## src/design/rtpjb_pkg.sv

```systemverilog
// ----------------------------------------------------------------------------
// rtpjb_pkg
// Types and constants of the RTP jitter buffer core.
// ----------------------------------------------------------------------------
`default_nettype none

package rtpjb_pkg;

  // Stream payload widths
  localparam int SEQ_W      = 16;
  localparam int TAG_W      = 32;
  localparam int OCC_W      = 7;
  localparam int STAT_W     = 3;
  localparam int DEPTH_W    = 7;
  localparam int IN_DATA_W  = 48;  // seq, tag
  localparam int IN_USER_W  = 2;   // action, flush
  localparam int OUT_DATA_W = 56;  // seq, tag, occupancy, pad
  localparam int OUT_USER_W = 3;   // status
  localparam int ENTRY_W    = SEQ_W + TAG_W;

  localparam logic [DEPTH_W-1:0] RELEASE_DEPTH_RST = 7'd50;

  // Result codes
  typedef enum logic [STAT_W-1:0] {
    STAT_INSERTED = 3'd0,
    STAT_DUP      = 3'd1,
    STAT_FULL     = 3'd2,
    STAT_RELEASED = 3'd3,
    STAT_NONE     = 3'd4
  } status_e;

  // Action codes
  typedef enum logic {
    ACT_PUT = 1'b0,
    ACT_GET = 1'b1
  } action_e;

  // Controller states
  typedef enum logic [3:0] {
    ST_IDLE,
    ST_SCAN_RD,
    ST_SCAN_CMP,
    ST_DECIDE,
    ST_SHIFT_RD,
    ST_SHIFT_WR,
    ST_WRITE_NEW,
    ST_GET_RD,
    ST_GET_EVAL,
    ST_DONE
  } state_e;

  // Read address select
  typedef enum logic [1:0] {
    RD_HEAD,
    RD_POS,
    RD_SHIFT
  } rd_sel_e;

  // Controller -> datapath commands
  typedef struct packed {
    logic    accept;
    rd_sel_e rd_sel;
    logic    pos_dec;
    logic    shift_init;
    logic    shift_wr;
    logic    write_new;
    logic    pop;
    logic    res_set;
    status_e res_code;
    logic    out_load;
  } cmd_t;

  // Datapath -> controller status
  typedef struct packed {
    logic in_get;
    logic cnt_zero;
    logic scan_gt;
    logic scan_eq;
    logic pos_one;
    logic full;
    logic shift_empty;
    logic shift_last;
    logic go;
    logic out_free;
  } stat_t;

endpackage

`default_nettype wire

```

## src/design/rtp_jitter_buffer_core.sv

```systemverilog
// ----------------------------------------------------------------------------
// rtp_jitter_buffer_core
// Sorted reorder buffer for RTP packets with gap-aware release.
// ----------------------------------------------------------------------------
// Channel   Dir  Fields (low bit first)
// s_axis    in   tdata: packet_seq, packet_tag   tuser: action, flush
// m_axis    out  tdata: out_seq, out_tag, occupancy, pad   tuser: status
// cfg       in   cfg_wdata_i: release_depth (written when cfg_we_i is high)
//
// One item at a time. A get result rests on the registered head read; a get
// on an empty store answers without a read. An inserted put scans k entries
// from the tail and moves m entries up, one RAM access of the single read
// port per step; a duplicate is dropped during the scan and a full store
// after it. rst_ni clears counts and release state; the store needs no
// clearing. A stalled result holds in the output register.
// ----------------------------------------------------------------------------
`default_nettype none

module rtp_jitter_buffer_core #(
  parameter int CAPACITY = 64
) (
  input  wire logic                             clk_i,
  input  wire logic                             rst_ni,
  input  wire logic                             cfg_we_i,
  input  wire logic [rtpjb_pkg::DEPTH_W-1:0]    cfg_wdata_i,   // release_depth
  input  wire logic                             s_axis_tvalid,
  output logic                                  s_axis_tready,
  input  wire logic [rtpjb_pkg::IN_DATA_W-1:0]  s_axis_tdata,  // packet_seq, packet_tag
  input  wire logic [rtpjb_pkg::IN_USER_W-1:0]  s_axis_tuser,  // action, flush
  output logic                                  m_axis_tvalid,
  input  wire logic                             m_axis_tready,
  output logic      [rtpjb_pkg::OUT_DATA_W-1:0] m_axis_tdata,  // out_seq, out_tag, occupancy
  output logic      [rtpjb_pkg::OUT_USER_W-1:0] m_axis_tuser   // status
);

  rtpjb_pkg::cmd_t  cmd;
  rtpjb_pkg::stat_t stat;

  rtpjb_ctrl u_ctrl (
    .clk_i         (clk_i),
    .rst_ni        (rst_ni),
    .s_axis_tvalid (s_axis_tvalid),
    .s_axis_tready (s_axis_tready),
    .stat_i        (stat),
    .cmd_o         (cmd)
  );

  rtpjb_dp #(
    .CAPACITY (CAPACITY)
  ) u_dp (
    .clk_i         (clk_i),
    .rst_ni        (rst_ni),
    .cfg_we_i      (cfg_we_i),
    .cfg_wdata_i   (cfg_wdata_i),
    .s_axis_tdata  (s_axis_tdata),
    .s_axis_tuser  (s_axis_tuser),
    .m_axis_tvalid (m_axis_tvalid),
    .m_axis_tready (m_axis_tready),
    .m_axis_tdata  (m_axis_tdata),
    .m_axis_tuser  (m_axis_tuser),
    .cmd_i         (cmd),
    .stat_o        (stat)
  );

endmodule

`default_nettype wire

```

## src/design/rtpjb_ram.sv

```systemverilog
// ----------------------------------------------------------------------------
// rtpjb_ram
// Generic single-write, single-read RAM with registered read data.
// ----------------------------------------------------------------------------
`default_nettype none

module rtpjb_ram #(
  parameter int WIDTH = 48,
  parameter int DEPTH = 64
) (
  input  wire logic                     clk_i,
  input  wire logic                     we_i,
  input  wire logic [$clog2(DEPTH)-1:0] waddr_i,
  input  wire logic [WIDTH-1:0]         wdata_i,
  input  wire logic [$clog2(DEPTH)-1:0] raddr_i,
  output logic      [WIDTH-1:0]         rdata_o
);

  logic [WIDTH-1:0] mem_q [DEPTH];

  // Write port
  always_ff @(posedge clk_i) begin
    if (we_i) begin
      mem_q[waddr_i] <= wdata_i;
    end
  end

  // Registered read port
  always_ff @(posedge clk_i) begin
    rdata_o <= mem_q[raddr_i];
  end

endmodule

`default_nettype wire

```

## src/design/rtpjb_ctrl.sv

```systemverilog
// ----------------------------------------------------------------------------
// rtpjb_ctrl
// Sequencer for put (scan, shift, insert) and get (read head, release).
// ----------------------------------------------------------------------------
`default_nettype none

module rtpjb_ctrl (
  input  wire logic           clk_i,
  input  wire logic           rst_ni,
  input  wire logic           s_axis_tvalid,
  output logic                s_axis_tready,
  input  wire rtpjb_pkg::stat_t stat_i,
  output rtpjb_pkg::cmd_t     cmd_o
);

  rtpjb_pkg::state_e state_q, state_d;

  function automatic rtpjb_pkg::state_e rpkg_idle();
    return rtpjb_pkg::ST_IDLE;
  endfunction

  // State register
  always_ff @(posedge clk_i or negedge rst_ni) begin
    if (!rst_ni) begin
      state_q <= rpkg_idle();
    end else begin
      state_q <= state_d;
    end
  end

  // Next state and commands
  always_comb begin
    state_d          = state_q;
    cmd_o            = '0;
    cmd_o.rd_sel     = rtpjb_pkg::RD_HEAD;
    cmd_o.res_code   = rtpjb_pkg::STAT_NONE;
    s_axis_tready    = 1'b0;
    unique case (state_q)
      rtpjb_pkg::ST_IDLE: begin
        s_axis_tready = 1'b1;
        if (s_axis_tvalid) begin
          cmd_o.accept = 1'b1;
          if (stat_i.in_get) begin
            if (stat_i.cnt_zero) begin
              cmd_o.res_set  = 1'b1;
              cmd_o.res_code = rtpjb_pkg::STAT_NONE;
              state_d        = rtpjb_pkg::ST_DONE;
            end else begin
              state_d = rtpjb_pkg::ST_GET_RD;
            end
          end else if (stat_i.cnt_zero) begin
            state_d = rtpjb_pkg::ST_DECIDE;
          end else begin
            state_d = rtpjb_pkg::ST_SCAN_RD;
          end
        end
      end
      rtpjb_pkg::ST_SCAN_RD: begin
        cmd_o.rd_sel = rtpjb_pkg::RD_POS;
        state_d      = rtpjb_pkg::ST_SCAN_CMP;
      end
      rtpjb_pkg::ST_SCAN_CMP: begin
        if (stat_i.scan_gt) begin
          cmd_o.pos_dec = 1'b1;
          state_d = stat_i.pos_one ? rtpjb_pkg::ST_DECIDE : rtpjb_pkg::ST_SCAN_RD;
        end else if (stat_i.scan_eq) begin
          cmd_o.res_set  = 1'b1;
          cmd_o.res_code = rtpjb_pkg::STAT_DUP;
          state_d        = rtpjb_pkg::ST_DONE;
        end else begin
          state_d = rtpjb_pkg::ST_DECIDE;
        end
      end
      rtpjb_pkg::ST_DECIDE: begin
        if (stat_i.full) begin
          cmd_o.res_set  = 1'b1;
          cmd_o.res_code = rtpjb_pkg::STAT_FULL;
          state_d        = rtpjb_pkg::ST_DONE;
        end else begin
          cmd_o.shift_init = 1'b1;
          state_d = stat_i.shift_empty ? rtpjb_pkg::ST_WRITE_NEW : rtpjb_pkg::ST_SHIFT_RD;
        end
      end
      rtpjb_pkg::ST_SHIFT_RD: begin
        cmd_o.rd_sel = rtpjb_pkg::RD_SHIFT;
        state_d      = rtpjb_pkg::ST_SHIFT_WR;
      end
      rtpjb_pkg::ST_SHIFT_WR: begin
        cmd_o.shift_wr = 1'b1;
        state_d = stat_i.shift_last ? rtpjb_pkg::ST_WRITE_NEW : rtpjb_pkg::ST_SHIFT_RD;
      end
      rtpjb_pkg::ST_WRITE_NEW: begin
        cmd_o.write_new = 1'b1;
        cmd_o.res_set   = 1'b1;
        cmd_o.res_code  = rtpjb_pkg::STAT_INSERTED;
        state_d         = rtpjb_pkg::ST_DONE;
      end
      rtpjb_pkg::ST_GET_RD: begin
        cmd_o.rd_sel = rtpjb_pkg::RD_HEAD;
        state_d      = rtpjb_pkg::ST_GET_EVAL;
      end
      rtpjb_pkg::ST_GET_EVAL: begin
        cmd_o.res_set  = 1'b1;
        cmd_o.pop      = stat_i.go;
        cmd_o.res_code = stat_i.go ? rtpjb_pkg::STAT_RELEASED : rtpjb_pkg::STAT_NONE;
        state_d        = rtpjb_pkg::ST_DONE;
      end
      rtpjb_pkg::ST_DONE: begin
        if (stat_i.out_free) begin
          cmd_o.out_load = 1'b1;
          state_d        = rtpjb_pkg::ST_IDLE;
        end
      end
      default: begin
        state_d = rtpjb_pkg::ST_IDLE;
      end
    endcase
  end

endmodule

`default_nettype wire

```

## src/design/rtpjb_dp.sv

```systemverilog
// ----------------------------------------------------------------------------
// rtpjb_dp
// Datapath: circular sorted store in RAM, item and result registers,
// release bookkeeping and output register.
// ----------------------------------------------------------------------------
`default_nettype none

module rtpjb_dp #(
  parameter int CAPACITY = 64
) (
  input  wire logic                                 clk_i,
  input  wire logic                                 rst_ni,
  input  wire logic                                 cfg_we_i,
  input  wire logic [rtpjb_pkg::DEPTH_W-1:0]        cfg_wdata_i,
  input  wire logic [rtpjb_pkg::IN_DATA_W-1:0]      s_axis_tdata,
  input  wire logic [rtpjb_pkg::IN_USER_W-1:0]      s_axis_tuser,
  output logic                                      m_axis_tvalid,
  input  wire logic                                 m_axis_tready,
  output logic      [rtpjb_pkg::OUT_DATA_W-1:0]     m_axis_tdata,
  output logic      [rtpjb_pkg::OUT_USER_W-1:0]     m_axis_tuser,
  input  wire rtpjb_pkg::cmd_t                      cmd_i,
  output rtpjb_pkg::stat_t                          stat_o
);

  localparam int AW = $clog2(CAPACITY);
  localparam int CW = $clog2(CAPACITY + 1);
  localparam int SW = CW + 1;
  localparam int DW = (CW > rtpjb_pkg::DEPTH_W) ? CW : rtpjb_pkg::DEPTH_W;
  localparam int SEQ_W = rtpjb_pkg::SEQ_W;
  localparam int TAG_W = rtpjb_pkg::TAG_W;

  // Control registers
  logic [AW-1:0]                    head_q;
  logic [CW-1:0]                    count_q;
  logic [CW-1:0]                    pos_q;
  logic [CW-1:0]                    sh_q;
  logic [SEQ_W-1:0]                 last_q;
  logic                             rel_any_q;
  logic [rtpjb_pkg::DEPTH_W-1:0]    depth_q;
  logic                             out_valid_q;

  // Payload registers
  logic [SEQ_W-1:0]                 item_seq_q;
  logic [TAG_W-1:0]                 item_tag_q;
  logic                             item_flush_q;
  rtpjb_pkg::status_e               res_status_q;
  logic [SEQ_W-1:0]                 res_seq_q;
  logic [TAG_W-1:0]                 res_tag_q;
  logic [rtpjb_pkg::OUT_DATA_W-1:0] out_data_q;
  logic [rtpjb_pkg::OUT_USER_W-1:0] out_user_q;

  // RAM signals
  logic                             ram_we;
  logic [AW-1:0]                    ram_waddr;
  logic [rtpjb_pkg::ENTRY_W-1:0]    ram_wdata;
  logic [AW-1:0]                    ram_raddr;
  logic [rtpjb_pkg::ENTRY_W-1:0]    ram_rdata;
  logic [SEQ_W-1:0]                 rd_seq;
  logic [TAG_W-1:0]                 rd_tag;
  logic [CW-1:0]                    pos_m1;
  logic [CW-1:0]                    sh_m1;
  logic [SEQ_W:0]                   last_p1;
  logic                             depth_ok;

  // Logical index to RAM address, relative to the head
  function automatic logic [AW-1:0] phys(input logic [AW-1:0] head,
                                         input logic [CW-1:0] idx);
    logic [SW-1:0] sum;
    sum = SW'(head) + SW'(idx);
    if (sum >= SW'(CAPACITY)) begin
      sum = sum - SW'(CAPACITY);
    end
    return sum[AW-1:0];
  endfunction

  assign pos_m1 = pos_q - CW'(1);
  assign sh_m1  = sh_q - CW'(1);
  assign rd_seq = ram_rdata[rtpjb_pkg::ENTRY_W-1:TAG_W];
  assign rd_tag = ram_rdata[TAG_W-1:0];

  // Read address select
  always_comb begin
    unique case (cmd_i.rd_sel)
      rtpjb_pkg::RD_POS:   ram_raddr = phys(head_q, pos_m1);
      rtpjb_pkg::RD_SHIFT: ram_raddr = phys(head_q, sh_m1);
      default:             ram_raddr = head_q;
    endcase
  end

  // Write port: shift an entry up by one, or place the new one
  assign ram_we    = cmd_i.shift_wr | cmd_i.write_new;
  assign ram_waddr = cmd_i.shift_wr ? phys(head_q, sh_q) : phys(head_q, pos_q);
  assign ram_wdata = cmd_i.shift_wr ? ram_rdata : {item_seq_q, item_tag_q};

  rtpjb_ram #(
    .WIDTH (rtpjb_pkg::ENTRY_W),
    .DEPTH (CAPACITY)
  ) u_ram (
    .clk_i   (clk_i),
    .we_i    (ram_we),
    .waddr_i (ram_waddr),
    .wdata_i (ram_wdata),
    .raddr_i (ram_raddr),
    .rdata_o (ram_rdata)
  );

  // Release decision on the head entry
  assign last_p1  = {1'b0, last_q} + (SEQ_W + 1)'(1);
  assign depth_ok = DW'(count_q) >= DW'(depth_q);

  always_comb begin
    stat_o             = '0;
    stat_o.in_get      = (s_axis_tuser[0] == rtpjb_pkg::ACT_GET);
    stat_o.cnt_zero    = (count_q == '0);
    stat_o.scan_gt     = (rd_seq > item_seq_q);
    stat_o.scan_eq     = (rd_seq == item_seq_q);
    stat_o.pos_one     = (pos_q == CW'(1));
    stat_o.full        = (count_q == CW'(CAPACITY));
    stat_o.shift_empty = (count_q == pos_q);
    stat_o.shift_last  = (sh_m1 == pos_q);
    stat_o.go          = item_flush_q | ~rel_any_q | depth_ok |
                         (last_p1 == {1'b0, rd_seq});
    stat_o.out_free    = ~out_valid_q | m_axis_tready;
  end

  // Store bookkeeping and release state
  always_ff @(posedge clk_i or negedge rst_ni) begin
    if (!rst_ni) begin
      head_q    <= '0;
      count_q   <= '0;
      pos_q     <= '0;
      sh_q      <= '0;
      last_q    <= '0;
      rel_any_q <= 1'b0;
      depth_q   <= rtpjb_pkg::RELEASE_DEPTH_RST;
    end else begin
      if (cfg_we_i) begin
        depth_q <= cfg_wdata_i;
      end
      if (cmd_i.accept) begin
        pos_q <= count_q;
      end else if (cmd_i.pos_dec) begin
        pos_q <= pos_m1;
      end
      if (cmd_i.shift_init) begin
        sh_q <= count_q;
      end else if (cmd_i.shift_wr) begin
        sh_q <= sh_m1;
      end
      if (cmd_i.write_new) begin
        count_q <= count_q + CW'(1);
      end else if (cmd_i.pop) begin
        count_q   <= count_q - CW'(1);
        head_q    <= (head_q == AW'(CAPACITY - 1)) ? '0 : head_q + AW'(1);
        last_q    <= rd_seq;
        rel_any_q <= 1'b1;
      end
    end
  end

  // Item and result capture
  always_ff @(posedge clk_i) begin
    if (cmd_i.accept) begin
      item_seq_q   <= s_axis_tdata[SEQ_W-1:0];
      item_tag_q   <= s_axis_tdata[SEQ_W+TAG_W-1:SEQ_W];
      item_flush_q <= s_axis_tuser[1];
    end
    if (cmd_i.res_set) begin
      res_status_q <= cmd_i.res_code;
      res_seq_q    <= cmd_i.pop ? rd_seq : '0;
      res_tag_q    <= cmd_i.pop ? rd_tag : '0;
    end
    if (cmd_i.out_load) begin
      out_data_q <= {1'b0, rtpjb_pkg::OCC_W'(count_q), res_tag_q, res_seq_q};
      out_user_q <= res_status_q;
    end
  end

  // Output register valid
  always_ff @(posedge clk_i or negedge rst_ni) begin
    if (!rst_ni) begin
      out_valid_q <= 1'b0;
    end else if (cmd_i.out_load) begin
      out_valid_q <= 1'b1;
    end else if (m_axis_tready) begin
      out_valid_q <= 1'b0;
    end
  end

  assign m_axis_tvalid = out_valid_q;
  assign m_axis_tdata  = out_data_q;
  assign m_axis_tuser  = out_user_q;

endmodule

`default_nettype wire

```

## config.mk

```make
export PLATFORM = sky130hd
export DESIGN_NAME = rtp_jitter_buffer_core
export DESIGN_NICKNAME = d
export VERILOG_FILES = /design/src/design/rtpjb_pkg.sv /design/src/design/rtp_jitter_buffer_core.sv /design/src/design/rtpjb_ram.sv /design/src/design/rtpjb_ctrl.sv /design/src/design/rtpjb_dp.sv
export SDC_FILE = /design/constraint.sdc
export NUM_CORES = 2
export LEC_CHECK = 0
export BUFFER_PORTS_ARGS = -buffer_cell sky130_fd_sc_hd__buf_2
export CAP_MARGIN = 40
export CORE_MARGIN = 5
export CORE_UTILIZATION = 49
export DETAILED_ROUTE_END_ITERATION = 10
export SKIP_LAST_GASP = 1
export SLEW_MARGIN = 10
export SYNTH_ARGS = -nofsm -noshare
export SYNTH_HDL_FRONTEND = slang
export SYNTH_SLANG_ARGS = --single-unit
```

## constraint.sdc

```tcl
create_clock -name clk_i -period 14.45 [get_ports clk_i]
set_clock_uncertainty 0.15 [all_clocks]
set_input_delay 2.1675 -clock clk_i [delete_from_list [all_inputs] [get_ports clk_i]]
set_output_delay 2.1675 -clock clk_i [all_outputs]
set_load 0.03 [all_outputs]
```

==> flow_metrics.tcl <==
set metrics [dict create \
    power.switching_mw 13.5 \
    die_x_um 523 \
    period_share_pct 46.0 \
    rows 188 \
    required_ns 15.06 \
    setup_violations 0 \
    status "complete, no violations" \
    finalWeightedCongestion 0.803 \
    rsz0062_at_grt "no" \
    path_buf_inv 4 \
    synth.top_cell.area_share_pct 75.3 \
    ir_drop_v 0.000446 \
    cap_viol_max_count 0 \
    grt_antenna_before_repair 16 \
    ant_nets 0 \
    yosysMostFrequentCell "edfxtp_1" \
    pre_cts_ws_ns 7.82 \
    grt_pass1_vias 64694 \
    p_per_area_mw_per_mm2 256 \
    core_mm2 0.262 \
    synth_edf_count 3230 \
    syn-cell-area_mm2 0.129 \
    vias_per_cell 6.38 \
    initialDrtViolationCount 8822 \
    ctsResizeCount 0 \
    critPathKind "reg -> reg" \
    fmaxAchievable_mhz 151 \
    synthCells 5942 \
    ys.warnings.count 0 \
    synthesis.nets 6053 \
    clkPwrFrac_pct 22.6 \
    grt_max_degree 129 \
    cts_setup_buffers 0 \
    dp_hpwl_um 197000 \
    relSlewSlack_pct 34.7 \
    ctsHoldBuffers 0 \
    cp_slowest_cell "buf_12" \
    via_count 64755 \
    hold_viol 0 \
    fp.dieH_um 523 \
    tightest_slew_ns 0.980 \
    synth_top_cell_by_area "edfxtp_1" \
    combPwrFrac_pct 44.1 \
    worstPathArrival_ns 7.26 \
    setup_ws_ns 7.81 \
    finalWirelength_um 357000 \
    start_util_pct 49.2 \
    critPathTopFamily "buffers and inverters" \
    cp-start-kind "flip-flop" \
    p_int_mw 24.3 \
    design.die.area_mm2 0.273 \
    cts-root-buf "clkbuf_16" \
    clock-sinks 3334 \
    yosys_register_bits 3334 \
    synth_cell_types 72 \
    tns_ns 0 \
    seq_power_share_pct 33.3 \
    grt-ovfl-total 0 \
    crit_chain "nand2b_1 -> nor3_1 -> ha_1 -> mux2i_1 -> ha_1 -> fa_1 -> mux2_8 -> buf_12 -> buf_4 -> buf_16 -> buf_4 -> mux4_2 -> mux2i_1 -> a32o_1 -> a221oi_1 -> mux2_2" \
    grt_pass1_wl_um 501000 \
    path_clk_slew_ns 0.06 \
    ys_seq_area_share_pct 77.1 \
    grt_usage_pct 26.0 \
    placed_area_mm2 0.136 \
    layout-drive-gt1-share_pct 27.2 \
    yosys-top-cells-area "edfxtp_1, mux4_2, mux2i_1" \
    wire_per_inst_um 35.2 \
    numCtsBuffers 340 \
    end_kind "flip-flop" \
    finish.net_count 6471 \
    synthTopCellsByCount "edfxtp_1, mux4_2, nand2_1, mux2i_1, clkbuf_1" \
    drt_first_pass_iters 8 \
    worst_hold_path_type "reg -> reg" \
    drv_slew 0 \
    ys.flop_type "edfxtp_1" \
    leakage_nw 48.2 \
    route.detailed.drc 0 \
    clk-insertion-delay-late_ns 0.89 \
    io_pins 123 \
    final_area_mm2 0.147 \
    syn_avg_cell_area_um2 21.7 \
    async_reset_ff_share_pct 1.68 \
    critical_path.max_fanout 128 \
    cts_tree "built" \
    switching_share_pct 35.8 \
    min_period_ns 6.64 \
    clock_path_buffers 4 \
    cp_slowest_stage_delay_ns 0.72 \
    cts.htree.levels 5 \
    io_buffer_count 121 \
    syn2layout_area_growth_pct 14.3 \
]
## kinds of logic (layout without fill, tap and decap cells)
family / after synthesis / count (layout) / share of synthesized area [%]
compound gates: 355 / 355 / 2.25
xor+xnor: 60 / 60 / 0.414
fa+ha+maj: 49 / 49 / 0.493
buf+inv: 364 / 1060 / 1.20
flops: 3334 / 3334 / 77.1
mux: 1132 / 1132 / 16.3
other cells: 1 / 4 / 0.00291
simple gates: 647 / 647 / 2.21
## sequential cells by signal (all words and copies together) (netlist names)
register,cells
u_dp.item_seq_q,16
u_ctrl.state_q,4
u_dp.res_status_q,3
u_dp.head_q,6
u_dp.pos_q,7
u_dp.res_seq_q,16
u_dp.item_tag_q,32
u_dp.res_tag_q,32
u_dp.rel_any_q,1
u_dp.last_q,16
u_dp.m_axis_tdata,55
u_dp.u_ram.rdata_o,48
u_dp.item_flush_q,1
u_dp.depth_q,7
u_dp.sh_q,7
u_dp.u_ram.mem_q,3072
u_dp.m_axis_tvalid,1
u_dp.count_q,7
u_dp.m_axis_tuser,3
## metrics by stage
step | power, mW | hold slack (ns) | utilization [%] | instances
final | 37.8 | 0.266 | 56.2 | 10156
after global routing | 39.4 | 0.266 | 56.2 | 10154
after CTS | 38.0 | 0.268 | 56.1 | 10147
after detailed placement | 29.5 | 0.255 | 52.0 | 9527
after global placement | 29.1 | 0.251 | 51.5 | 9468
after floorplan | 24.2 | 0.250 | - | 5942
## power groups by stage
stage          registers, mW  clock network, mW  logic [mW]
3_3_place_gp            12.8                  0        16.3
5_1_grt                 12.6               9.05        17.7
2_1_floorplan           12.7                  0        11.6
4_1_cts                 12.6               8.65        16.8
6_report                12.6               8.52        16.7
3_5_place_dp            12.8                  0        16.7
## placed cells by master (no fill, tap or decap), types with 46 or more instances in the layout
master and n:
clkbuf_1 79, dfxtp_1 48, clkbuf_16 345, mux4_2 768, buf_4 204, mux2i_1 294
ha_1 46, edfxtp_1 3230, a32o_1 97, nor2_4 66, buf_2 122, clkinv_2 60
nand2_1 366, and2_1 51, clkinv_1 72, buf_16 46, a221oi_1 101, dfrtp_1 53
mux2_2 63
## path summary, 6_finish.rpt
check,start,endpoint,slack (ns),depth (start not counted)
setup / recovery,u_ctrl.state_q[3]$_DFFE_PN0P_,u_dp.u_ram.rdata_o[18]$_DFF_P_,7.81,16
max in group asynchronous,rst_ni,u_dp.depth_q[6]$_DFFE_PN0P_,12.29,2
setup reg to reg,u_ctrl.state_q[3]$_DFFE_PN0P_,u_dp.u_ram.rdata_o[18]$_DFF_P_,7.81,16
hold / removal,u_dp.res_tag_q[30]$_SDFFCE_PN0P_,u_dp.m_axis_tdata[46]$_DFFE_PP_,0.27,0
min in group asynchronous,rst_ni,u_dp.m_axis_tvalid$_DFFE_PN0P_,1.34,2
hold reg to reg,u_dp.res_tag_q[30]$_SDFFCE_PN0P_,u_dp.m_axis_tdata[46]$_DFFE_PP_,0.27,0
## layer usage
layer | part of all wire (%) | wire [um] | global-route usage (%)
met2 | 47 | 168000 | 40.6
met5 | 0 | 0 | 0
met3 | 9.1 | 32500 | 4.59
met4 | 3.2 | 11300 | 7.39
met1 | 41 | 146000 | 38.2
## final cells by class
| class | instances | area [um^2] |
|---|---|---|
| antenna | 3 | 7.51 |
| clock buffer | 443 | 9190 |
| clock inverter | 177 | 1540 |
| fill | 19366 | 115000 |
| inverter | 41 | 155 |
| multi-input combinational | 2244 | 28700 |
| sequential | 3334 | 99400 |
| tap | 3515 | 4400 |
| timing repair buffer | 399 | 3920 |
Note: power is estimated with default switching activity, not from simulation.
